<file path="src/hdl/sch_pkg.sv">
`timescale 1ns / 1ps

package sch_pkg;

  localparam int unsigned COUNT_W = 7;

  localparam logic [7:0] CR_BYTE = 8'h0D;
  localparam logic [7:0] LF_BYTE = 8'h0A;

  localparam logic [31:0] HASH_MIX     = 32'h0000_0061;
  localparam logic [31:0] HASH_MODULUS = 32'd107927;

  // Reciprocal of the modulus scaled by 2^40; the quotient it gives is at most one short.
  localparam int unsigned RECIP_SHIFT = 40;
  localparam logic [63:0] RECIP_WIDE  = (64'd1 << RECIP_SHIFT) / 64'd107927;
  localparam logic [23:0] HASH_RECIP  = RECIP_WIDE[23:0];

  localparam logic [2:0] REG_TEXT_MODE = 3'd0;

  typedef struct packed {
    logic [31:0]        lower;
    logic [31:0]        upper;
    logic [COUNT_W-1:0] count;
  } acc_t;

  typedef struct packed {
    logic [31:0]        lower;
    logic [31:0]        upper;
    logic [COUNT_W-1:0] length;
    logic               last;
  } chunk_rec_t;

  function automatic acc_t shift_in(acc_t a, logic [7:0] c);
    acc_t r;
    r.lower = ((a.lower << 7) ^ (a.upper >> 25)) + {24'b0, c};
    r.upper = (a.upper << 7) ^ (a.lower >> 25);
    r.count = a.count + 7'd1;
    return r;
  endfunction

endpackage

</file>
<file path="src/hdl/span_chunk_hasher.sv">
`timescale 1ns / 1ps

// Channel   Handshake                   Payload
// input     in_valid / in_ready         data_byte, end_of_buffer
// output    out_valid / out_ready       chunk_hash, chunk_length, last_of_run
// config    psel, penable, pwrite       paddr, pwdata, prdata, pready
//
// One input transaction is taken per cycle while in_ready is high; a byte that
// closes a chunk becomes a result transaction through a four-entry chunk queue and
// a hash pipeline (mix multiply, reciprocal multiply, remainder, final correction).
// A byte that closes two chunks gives two results; in_ready falls while the
// queue holds more than two chunks. A stalled output holds the whole hash pipeline.
// Synchronous reset clears the chunk state and the queue and sets text_mode to 1.

module span_chunk_hasher #(
  parameter int MAX_CHUNK_BYTES = 64
) (
  input  logic        clk,
  input  logic        rst,
  input  logic        in_valid,
  output logic        in_ready,
  input  logic [7:0]  data_byte,
  input  logic        end_of_buffer,
  output logic        out_valid,
  input  logic        out_ready,
  output logic [16:0] chunk_hash,
  output logic [6:0]  chunk_length,
  output logic        last_of_run,
  input  logic        psel,
  input  logic        penable,
  input  logic        pwrite,
  input  logic [2:0]  paddr,
  input  logic [31:0] pwdata,
  output logic [31:0] prdata,
  output logic        pready
);

  localparam logic [6:0] MaxCount = 7'(MAX_CHUNK_BYTES);

  sch_pkg::acc_t       acc, acc_cr, acc_mid, acc_byte, acc_end, acc_next;
  sch_pkg::chunk_rec_t rec_cr, rec_byte, rec_flush, rec0, rec1;
  sch_pkg::chunk_rec_t q_mem [4];
  logic                held_cr, text_mode;
  logic                cr_count, emit_cr, hold_new, emit_byte, flush;
  logic                in_accept, rec_pop, cfg_write;
  logic [1:0]          n_rec, n_push, wr_ptr, rd_ptr;
  logic [2:0]          used, used_next;

  assign pready    = 1'b1;
  assign cfg_write = psel && penable && pwrite && pready;
  assign prdata    = (paddr == sch_pkg::REG_TEXT_MODE) ? {31'b0, text_mode} : 32'b0;

  assign in_ready  = (used <= 3'd2);
  assign in_accept = in_valid && in_ready;

  always_comb begin
    cr_count  = held_cr && !(text_mode && data_byte == sch_pkg::LF_BYTE);
    acc_cr    = sch_pkg::shift_in(acc, sch_pkg::CR_BYTE);
    emit_cr   = cr_count && (acc_cr.count >= MaxCount);
    acc_mid   = !cr_count ? acc : (emit_cr ? '0 : acc_cr);
    hold_new  = text_mode && data_byte == sch_pkg::CR_BYTE && !end_of_buffer;
    acc_byte  = sch_pkg::shift_in(acc_mid, data_byte);
    emit_byte = !hold_new && (acc_byte.count >= MaxCount || data_byte == sch_pkg::LF_BYTE);
    acc_end   = hold_new ? acc_mid : (emit_byte ? '0 : acc_byte);
    flush     = end_of_buffer && (acc_end.count != 7'd0);
    acc_next  = end_of_buffer ? '0 : acc_end;
    n_rec     = {1'b0, emit_cr} + {1'b0, emit_byte} + {1'b0, flush};

    rec_cr    = '{lower: acc_cr.lower, upper: acc_cr.upper, length: acc_cr.count,
                  last: 1'b0};
    rec_byte  = '{lower: acc_byte.lower, upper: acc_byte.upper, length: acc_byte.count,
                  last: 1'b0};
    rec_flush = '{lower: acc_end.lower, upper: acc_end.upper, length: acc_end.count,
                  last: 1'b0};

    rec0      = emit_cr ? rec_cr : (emit_byte ? rec_byte : rec_flush);
    rec1      = (emit_cr && emit_byte) ? rec_byte : rec_flush;
    rec0.last = (n_rec == 2'd1);
    rec1.last = 1'b1;

    n_push    = in_accept ? n_rec : 2'd0;
    used_next = used + {1'b0, n_push} - {2'b0, rec_pop};
  end

  always_ff @(posedge clk) begin
    if (rst) begin
      acc       <= '0;
      held_cr   <= 1'b0;
      text_mode <= 1'b1;
      wr_ptr    <= 2'd0;
      rd_ptr    <= 2'd0;
      used      <= 3'd0;
    end else begin
      if (in_accept) begin
        acc     <= acc_next;
        held_cr <= hold_new;
      end
      if (cfg_write && paddr == sch_pkg::REG_TEXT_MODE) begin
        text_mode <= pwdata[0];
      end
      wr_ptr <= wr_ptr + n_push;
      rd_ptr <= rd_ptr + {1'b0, rec_pop};
      used   <= used_next;
    end
  end

  always_ff @(posedge clk) begin
    if (n_push != 2'd0) begin
      q_mem[wr_ptr] <= rec0;
    end
    if (n_push == 2'd2) begin
      q_mem[wr_ptr + 2'd1] <= rec1;
    end
  end

  sch_hash u_hash (
    .clk          (clk),
    .rst          (rst),
    .rec_valid    (used != 3'd0),
    .rec          (q_mem[rd_ptr]),
    .rec_pop      (rec_pop),
    .out_valid    (out_valid),
    .out_ready    (out_ready),
    .chunk_hash   (chunk_hash),
    .chunk_length (chunk_length),
    .last_of_run  (last_of_run)
  );

endmodule

</file>
<file path="src/hdl/sch_hash.sv">
`timescale 1ns / 1ps

module sch_hash (
  input  logic                 clk,
  input  logic                 rst,
  input  logic                 rec_valid,
  input  sch_pkg::chunk_rec_t  rec,
  output logic                 rec_pop,
  output logic                 out_valid,
  input  logic                 out_ready,
  output logic [16:0]          chunk_hash,
  output logic [6:0]           chunk_length,
  output logic                 last_of_run
);

  logic        adv;
  logic        v1, v2, v3;
  logic [31:0] mixed1, mixed2;
  logic [6:0]  len1, len2, len3;
  logic        last1, last2, last3;
  logic [15:0] q2;
  logic [17:0] r3;
  logic [55:0] prod1;
  logic [31:0] qd2;
  logic [17:0] modulus18;

  assign adv       = !out_valid || out_ready;
  assign rec_pop   = adv && rec_valid;
  assign prod1     = {24'b0, mixed1} * {32'b0, sch_pkg::HASH_RECIP};
  assign qd2       = {16'b0, q2} * sch_pkg::HASH_MODULUS;
  assign modulus18 = sch_pkg::HASH_MODULUS[17:0];

  always_ff @(posedge clk) begin
    if (rst) begin
      v1        <= 1'b0;
      v2        <= 1'b0;
      v3        <= 1'b0;
      out_valid <= 1'b0;
    end else if (adv) begin
      v1        <= rec_valid;
      v2        <= v1;
      v3        <= v2;
      out_valid <= v3;
    end
  end

  always_ff @(posedge clk) begin
    if (adv) begin
      mixed1       <= rec.lower + rec.upper * sch_pkg::HASH_MIX;
      len1         <= rec.length;
      last1        <= rec.last;
      mixed2       <= mixed1;
      q2           <= prod1[55:40];
      len2         <= len1;
      last2        <= last1;
      r3           <= 18'(mixed2 - qd2);
      len3         <= len2;
      last3        <= last2;
      chunk_hash   <= (r3 >= modulus18) ? 17'(r3 - modulus18) : r3[16:0];
      chunk_length <= len3;
      last_of_run  <= last3;
    end
  end

endmodule

</file>
<file path="config.mk">
export PLATFORM = sky130hd
export DESIGN_NAME = span_chunk_hasher
export DESIGN_NICKNAME = d
export VERILOG_FILES = /design/src/hdl/sch_pkg.sv /design/src/hdl/span_chunk_hasher.sv /design/src/hdl/sch_hash.sv
export SDC_FILE = /design/constraint.sdc
export NUM_CORES = 2
export LEC_CHECK = 0
export BUFFER_PORTS_ARGS = -buffer_cell sky130_fd_sc_hd__buf_4
export CAP_MARGIN = 20
export CORE_AREA = 2 2 411 250
export CTS_BUF_LIST = sky130_fd_sc_hd__clkbuf_8 sky130_fd_sc_hd__clkbuf_16
export DETAILED_ROUTE_END_ITERATION = 12
export DIE_AREA = 0 0 413 252
export HOLD_SLACK_MARGIN = 0.1
export PLACE_DENSITY_LB_ADDON = 0.12
export SLEW_MARGIN = 20
export SYNTH_ARGS = -nofsm -noshare
export SYNTH_HDL_FRONTEND = slang
export SYNTH_SLANG_ARGS = --single-unit
</file>
<file path="constraint.sdc">
create_clock -name clk -period 7.5 [get_ports clk]
set_input_delay 0.375 -clock clk [delete_from_list [all_inputs] [get_ports clk]]
set_output_delay 0.375 -clock clk [all_outputs]
set_load 0.02 [all_outputs]
</file>
* Yosys cells after proc, flatten, opt, wreduce, memory -nomap -nowiden
Memory sizes are Yosys's and may differ from the RTL's. A register that Yosys moved wholly into a read port is not among the register bits.
Cells that the tools add are included.
** Operators by class
- $add $sub $neg :: 14
- Multiply operators :: 3
- Order comparisons :: 4
- Eq/ne operators :: 4
- Muxes and demuxes :: 16
- Bitwise logic cells :: 4
- Reduce and logical (&&, ||, !) cells :: 23
** Operators by type and width (number)
- 71-bit two-way mux :: 5
- 72-bit two-way mux :: 3
- 32-bit by 7-bit XOR with 32-bit output :: 4
- 32-bit by 24-bit multiplier with 56-bit output (second input constant) :: 1
- 32-bit adder :: 1
- 32-bit by 4-bit adder with 32-bit output (second input constant) :: 1
- 32-bit by 8-bit adder with 32-bit output :: 1
- 32-bit by 7-bit multiplier with 32-bit output (second input constant) :: 1
- 18-bit by 17-bit >= comparator with 1-bit output (second input constant) :: 1
- 16-bit by 17-bit multiplier with 18-bit output (second input constant) :: 1
- 18-bit subtractor :: 1
- 17-bit two-way mux :: 1
- 17-bit subtractor (second input constant) :: 1
- 8-bit by 4-bit equality test with 1-bit output (second input constant) :: 2
- 7-bit by 1-bit adder with 7-bit output (second input constant) :: 2
- 7-bit >= comparator (second input constant) :: 2
- 1-bit logical AND :: 13
- 7-bit nonzero test :: 1
- 1-bit two-way mux :: 5
- 2-bit by 1-bit adder with 2-bit output :: 2
- 1-bit logical NOT :: 4
- 2-bit two-way mux :: 2
- 3-bit by 2-bit adder with 3-bit output :: 1
- 3-bit by 2-bit <= comparator with 1-bit output (second input constant) :: 1
- other kinds (10) :: 11
** Storage, ports and cells
- Register bits after elaboration :: 217
- Bits in writable memories :: 288
- Bits of input ports :: 51
- Output and inout port bits :: 60
- Word-level logic and storage cells :: 94
- Memories :: 1
** Memories
- q_mem :: depth 4, bits a word 72, read ports 1, clocked after Yosys merged registers in 1, wr ports 2, line span_chunk_hasher.sv:42 : sch_pkg::chunk_rec_t q_mem [4];

* Logic depth before layout (Yosys ltp)
- Word-level depth :: 20
- Gate-level depth with buffers :: 26
- Depth with buffers taken out :: 24

* Cells and area by module
Synthesis repeated with hierarchy kept, for this count alone.
** Unflattened totals
- Cell total of the unflattened synthesis :: 4306
- Area, all modules :: 46196.8 µm²
** By module, submodules not included
- sch_hash :: times used 1, cells each 2344, area each 25398.1 µm², seq. area each 4073.9 µm²
- span_chunk_hasher :: times used 1, cells each 1962, area each 20798.7 µm², seq. area each 10209.8 µm²

* Least setup slack after synthesis
OpenSTA, ideal clock, no wires.
- Path kind :: reg-to-reg
- Start :: register acc[1] (netlist name)
- End :: memory q_mem[3][10] (netlist name), enable pin
- Library setup time :: 739 ps
- Data arrival time :: 6194 ps
- Data required time :: 6761 ps
- Setup slack :: 567 ps
- Cell stages (with the launch flop) :: 23
- Path buffers :: 4
- Period minus slack after synthesis :: 6933 ps
- Cells stage by stage :: dfxtp_1 ha_1 nand3_1 o21a_1 nor3_1 clkbuf_1 a22o_1 ha_1 and2_1 nand4_1 a21oi_1 nor2_1 inv_2 buf_2 o21ai_0 nand3b_1 o21ai_0 fa_1 clkbuf_1 a21oi_1 nand3_1 clkbuf_1 nand2_1
** RTL lines
- from (decl) :: line span_chunk_hasher.sv:40 : sch_pkg::acc_t acc, acc_cr, acc_mid, acc_byte, acc_end, acc_next;
- from (signal assigned) :: line span_chunk_hasher.sv:95 : acc <= acc_next;
- to (decl) :: line span_chunk_hasher.sv:42

* Worst setup path in the final report
- Start :: register u_hash.mixed1[16]
- End :: register u_hash.q2[15], data pin
** Between the ends
- Cells in the longest elaborated chain, start to end :: 1
** Ends and longest elaborated chain
- from (decl) :: line sch_hash.sv:18 : logic [31:0] mixed1, mixed2;
- from (signal assigned) :: line sch_hash.sv:49 : mixed1 <= rec.lower + rec.upper * sch_pkg::HASH_MIX;
- 32-bit by 24-bit multiplier with 56-bit output :: line sch_hash.sv:29 : assign prod1 = {24'b0, mixed1} * {32'b0, sch_pkg::HASH_RECIP};
- net u_hash.prod1[55] :: line sch_hash.sv:23 : logic [55:0] prod1;
- to (signal assigned) :: line sch_hash.sv:53 : q2 <= prod1[55:40];
- to (decl) :: line sch_hash.sv:21 : logic [15:0] q2;
The timed path passes the listed nets, and every way through them passes these cells.
A chain may end at the register's enable or synchronous reset.

==> flow_summary.json <==
{
  "synth_area_mm2": 0.0448,
  "grt_use_total_pct": 27.3,
  "yosysWarnings": 0,
  "slew_headroom_pct": 17.2,
  "clkSinkCount": 505,
  "firstDrtPassIters": 6,
  "viasPerCell": 5.78,
  "vias": 31700,
  "yosys.area.top_type_share_pct": 27.9,
  "worst_pin_slew_ns": 1.24,
  "start_kind": "register",
  "dieArea_mm2": 0.104,
  "syn_avg_cell_area_um2": 11.2,
  "fmax_mhz": 139,
  "whs_path_depth": 4,
  "antenna_cells": 0,
  "grt_max_degree": 73,
  "grt_pass1_wl_mm": 210,
  "die_y_um": 252,
  "yosysTopAreaCell": "edfxtp_1",
  "multi_input_area_mm2": 0.0275,
  "hold_path_end": "u_hash.out_valid",
  "cp_top_family": "adder cells",
  "whs_ns": 0.125,
  "cpMostUsedCell": "fa_1",
  "crit_buf_inv": 8,
  "wl_per_cell_um": 25.5,
  "dp_hpwl_mm": 108,
  "min_period_over_period_pct": 96.0,
  "hp-class": "in2reg",
  "h-tree-depth": 2,
  "initial_utilization_pct": 44.8,
  "cap_violations": 0,
  "gp_congestion": 0.990,
  "path_max_fanout": 7,
  "row_count": 90,
  "end_kind": "register",
  "reg2reg_slack_ns": 0.30,
  "rr_endpoint": "u_hash.q2[15]",
  "yosysSeqAreaShare_pct": 31.9,
  "rsz0062_at_grt": "yes",
  "core_mm2": 0.100,
  "io_pins": 111,
  "routed_wl_mm": 140,
  "numCtsBuffers": 54,
  "regToRegStartpoint": "u_hash.mixed1[16]",
  "finalSetupTns_ns": 0,
  "reg2reg_depth": 26,
  "fin_crit_ns": 7.20,
  "syn_inst": 4017,
  "path_clk_slew_ns": 0.07,
  "clk_latency_ns": 0.69,
  "portBuffers": 47,
  "fillers": 9117,
  "critical_path_arrival_ns": 7.57,
  "antenna_left": 0,
  "finalHoldViolCount": 0,
  "fin_nets": 5120,
  "ys_async_sr_fraction_pct": 0,
  "synth_ff_type": "edfxtp_1",
  "cts_tree": "built",
  "synthTopCellsByArea": "edfxtp_1, fa_1, ha_1",
  "cts.path.max_buffers": 3,
  "worstSetupPathType": "reg2reg",
  "drtIter0Drc": 3611,
  "cpPeakStageDelay_ns": 0.69,
  "status": "finished, final reports clean",
  "cp.required_ns": 7.87,
  "clock_skew_ns": 0.0938,
  "cts_root_buf": "clkbuf_16",
  "layout-drive-gt1-share_pct": 10.4,
  "slowest_stage": "edfxtp_1",
  "min_from": "out_ready",
  "area_growth_pct": 10.5,
  "place_inst": 5374,
  "fin_util_pct": 49.5,
  "synth-seq-cells": 505,
  "first_global_vias": 31000,
  "antenna_found_initial": 0,
  "die_width_um": 413,
  "synth_cell_type_count": 93,
  "final_cells": 5490,
  "drc_errors": 0,
  "grt_remaining_overflow": 0,
  "seqCellArea_mm2": 0.0143,
  "drv_slew": 0,
  "setup_viol": 0,
  "synth_edf_count": 417
}
## synth_stat cells, drive strengths merged, types with 68 or more instances
cell type and n:
buf 68, dfxtp 88, o22ai 276, o21ai 95
ha 492, nand2 214, inv 652, clkbuf 137
a21oi 138, edfxtp 417, mux4 72, xnor2 112
fa 467, nor2 191
## area by class of cell
class	instances	area share [%]
Inverter	652	4.95
Clock inverter	43	0.975
Multi-Input combinational cell	2685	55.5
Clock buffer	59	2.89
Timing Repair Buffer	212	3.48
Sequential cell	505	28.9
Tap cell	1334	3.37
## tightest hold or removal path: stages
cell and delay (ns):
buf_4 0.08, nor2b_1 0.13, nor2_1 0.13, nor2_1 0.04
## logic make-up after synthesis
kind of cell             synth area share [%]
AO/OA/AOI/OAI                            12.1
flip-flops                               31.9
adder cells (fa/ha/maj)                  34.6
AND/OR/NAND/NOR                          6.61
XOR/XNOR                                 3.30
other                                  0.0168
buffers and inverters                    7.51
multiplexers                             3.96
## cells in the final DEF (no fill, tap or decap), types with 17 or more instances in the layout
master and instances:
nand2_1 206, buf_4 199, a22oi_1 45, dfxtp_1 86, nand2b_1 18, fa_1 467
a21o_1 43, nand3_1 29, xnor2_1 111, nor2b_1 17, a22o_1 18, inv_1 659
nor2_1 187, o22ai_1 276, nor3_1 35, mux4_2 72, conb_1 32, o21ai_0 82
edfxtp_1 417, clkbuf_16 55, a32oi_1 34, a21oi_1 133, o21a_1 19, ha_1 492
nand4_1 20, xor2_1 56
## routing by layer
| layer | routed length (um) | up-vias | track usage, % |
|---|---|---|---|
| met5 | 0 | - | 0 |
| met3 | 20300 | 103 | 13.2 |
| li1 | - | 14300 | - |
| met1 | 71200 | 15900 | 45.2 |
| met4 | 1490 | 0 | 3.44 |
| met2 | 46900 | 1432 | 31.1 |
## state kept, by name, indices dropped and copies added (netlist names), 2 cells and up
register and flops:
u_hash.len3 7, u_hash.mixed2 18, u_hash.len1 7, u_hash.chunk_length 7, wr_ptr 2, u_hash.mixed1 32, q_mem 288, u_hash.q2 16
rd_ptr 2, u_hash.r3 18, used 3, acc 71, u_hash.chunk_hash 17, u_hash.len2 7
## stage by stage
step / setup slack, ns / area (um^2)
5_1_grt: -0.0297 / 49500
2_1_floorplan: 0.567 / 44900
4_1_cts: 0.220 / 49400
3_3_place_gp: 0.387 / 47400
3_5_place_dp: 0.306 / 47400
6_report: 0.300 / 49500
## repair_timing
| action | CTS | global route |
|---|---|---|
| buffers inserted | 0 | 11 |
| hold buffers | 3 | 0 |
| resized for setup | 0 | 4 |
| setup endpoints to repair | 0 | 24 |
| endpoints found under the hold margin | 26 | 0 |
## how the worst max path moves through the flow
stage	slack, ns	cells past startpoint	endpoint	startpoint
2_1_floorplan	0.57	22	q_mem[3][10]	acc[1]
3_3_place_gp	0.39	23	u_hash.q2[9]	u_hash.mixed1[11]
3_5_place_dp	0.31	23	u_hash.q2[15]	u_hash.mixed1[11]
4_1_cts	0.22	23	u_hash.q2[15]	u_hash.mixed1[11]
5_1_grt	-0.03	26	u_hash.q2[15]	u_hash.mixed1[16]
6_report	0.30	26	u_hash.q2[15]	u_hash.mixed1[16]
Power is left out: the tool's default activity adds up to more than one toggle a clock period on the data nets, which glitch-free logic cannot reach.
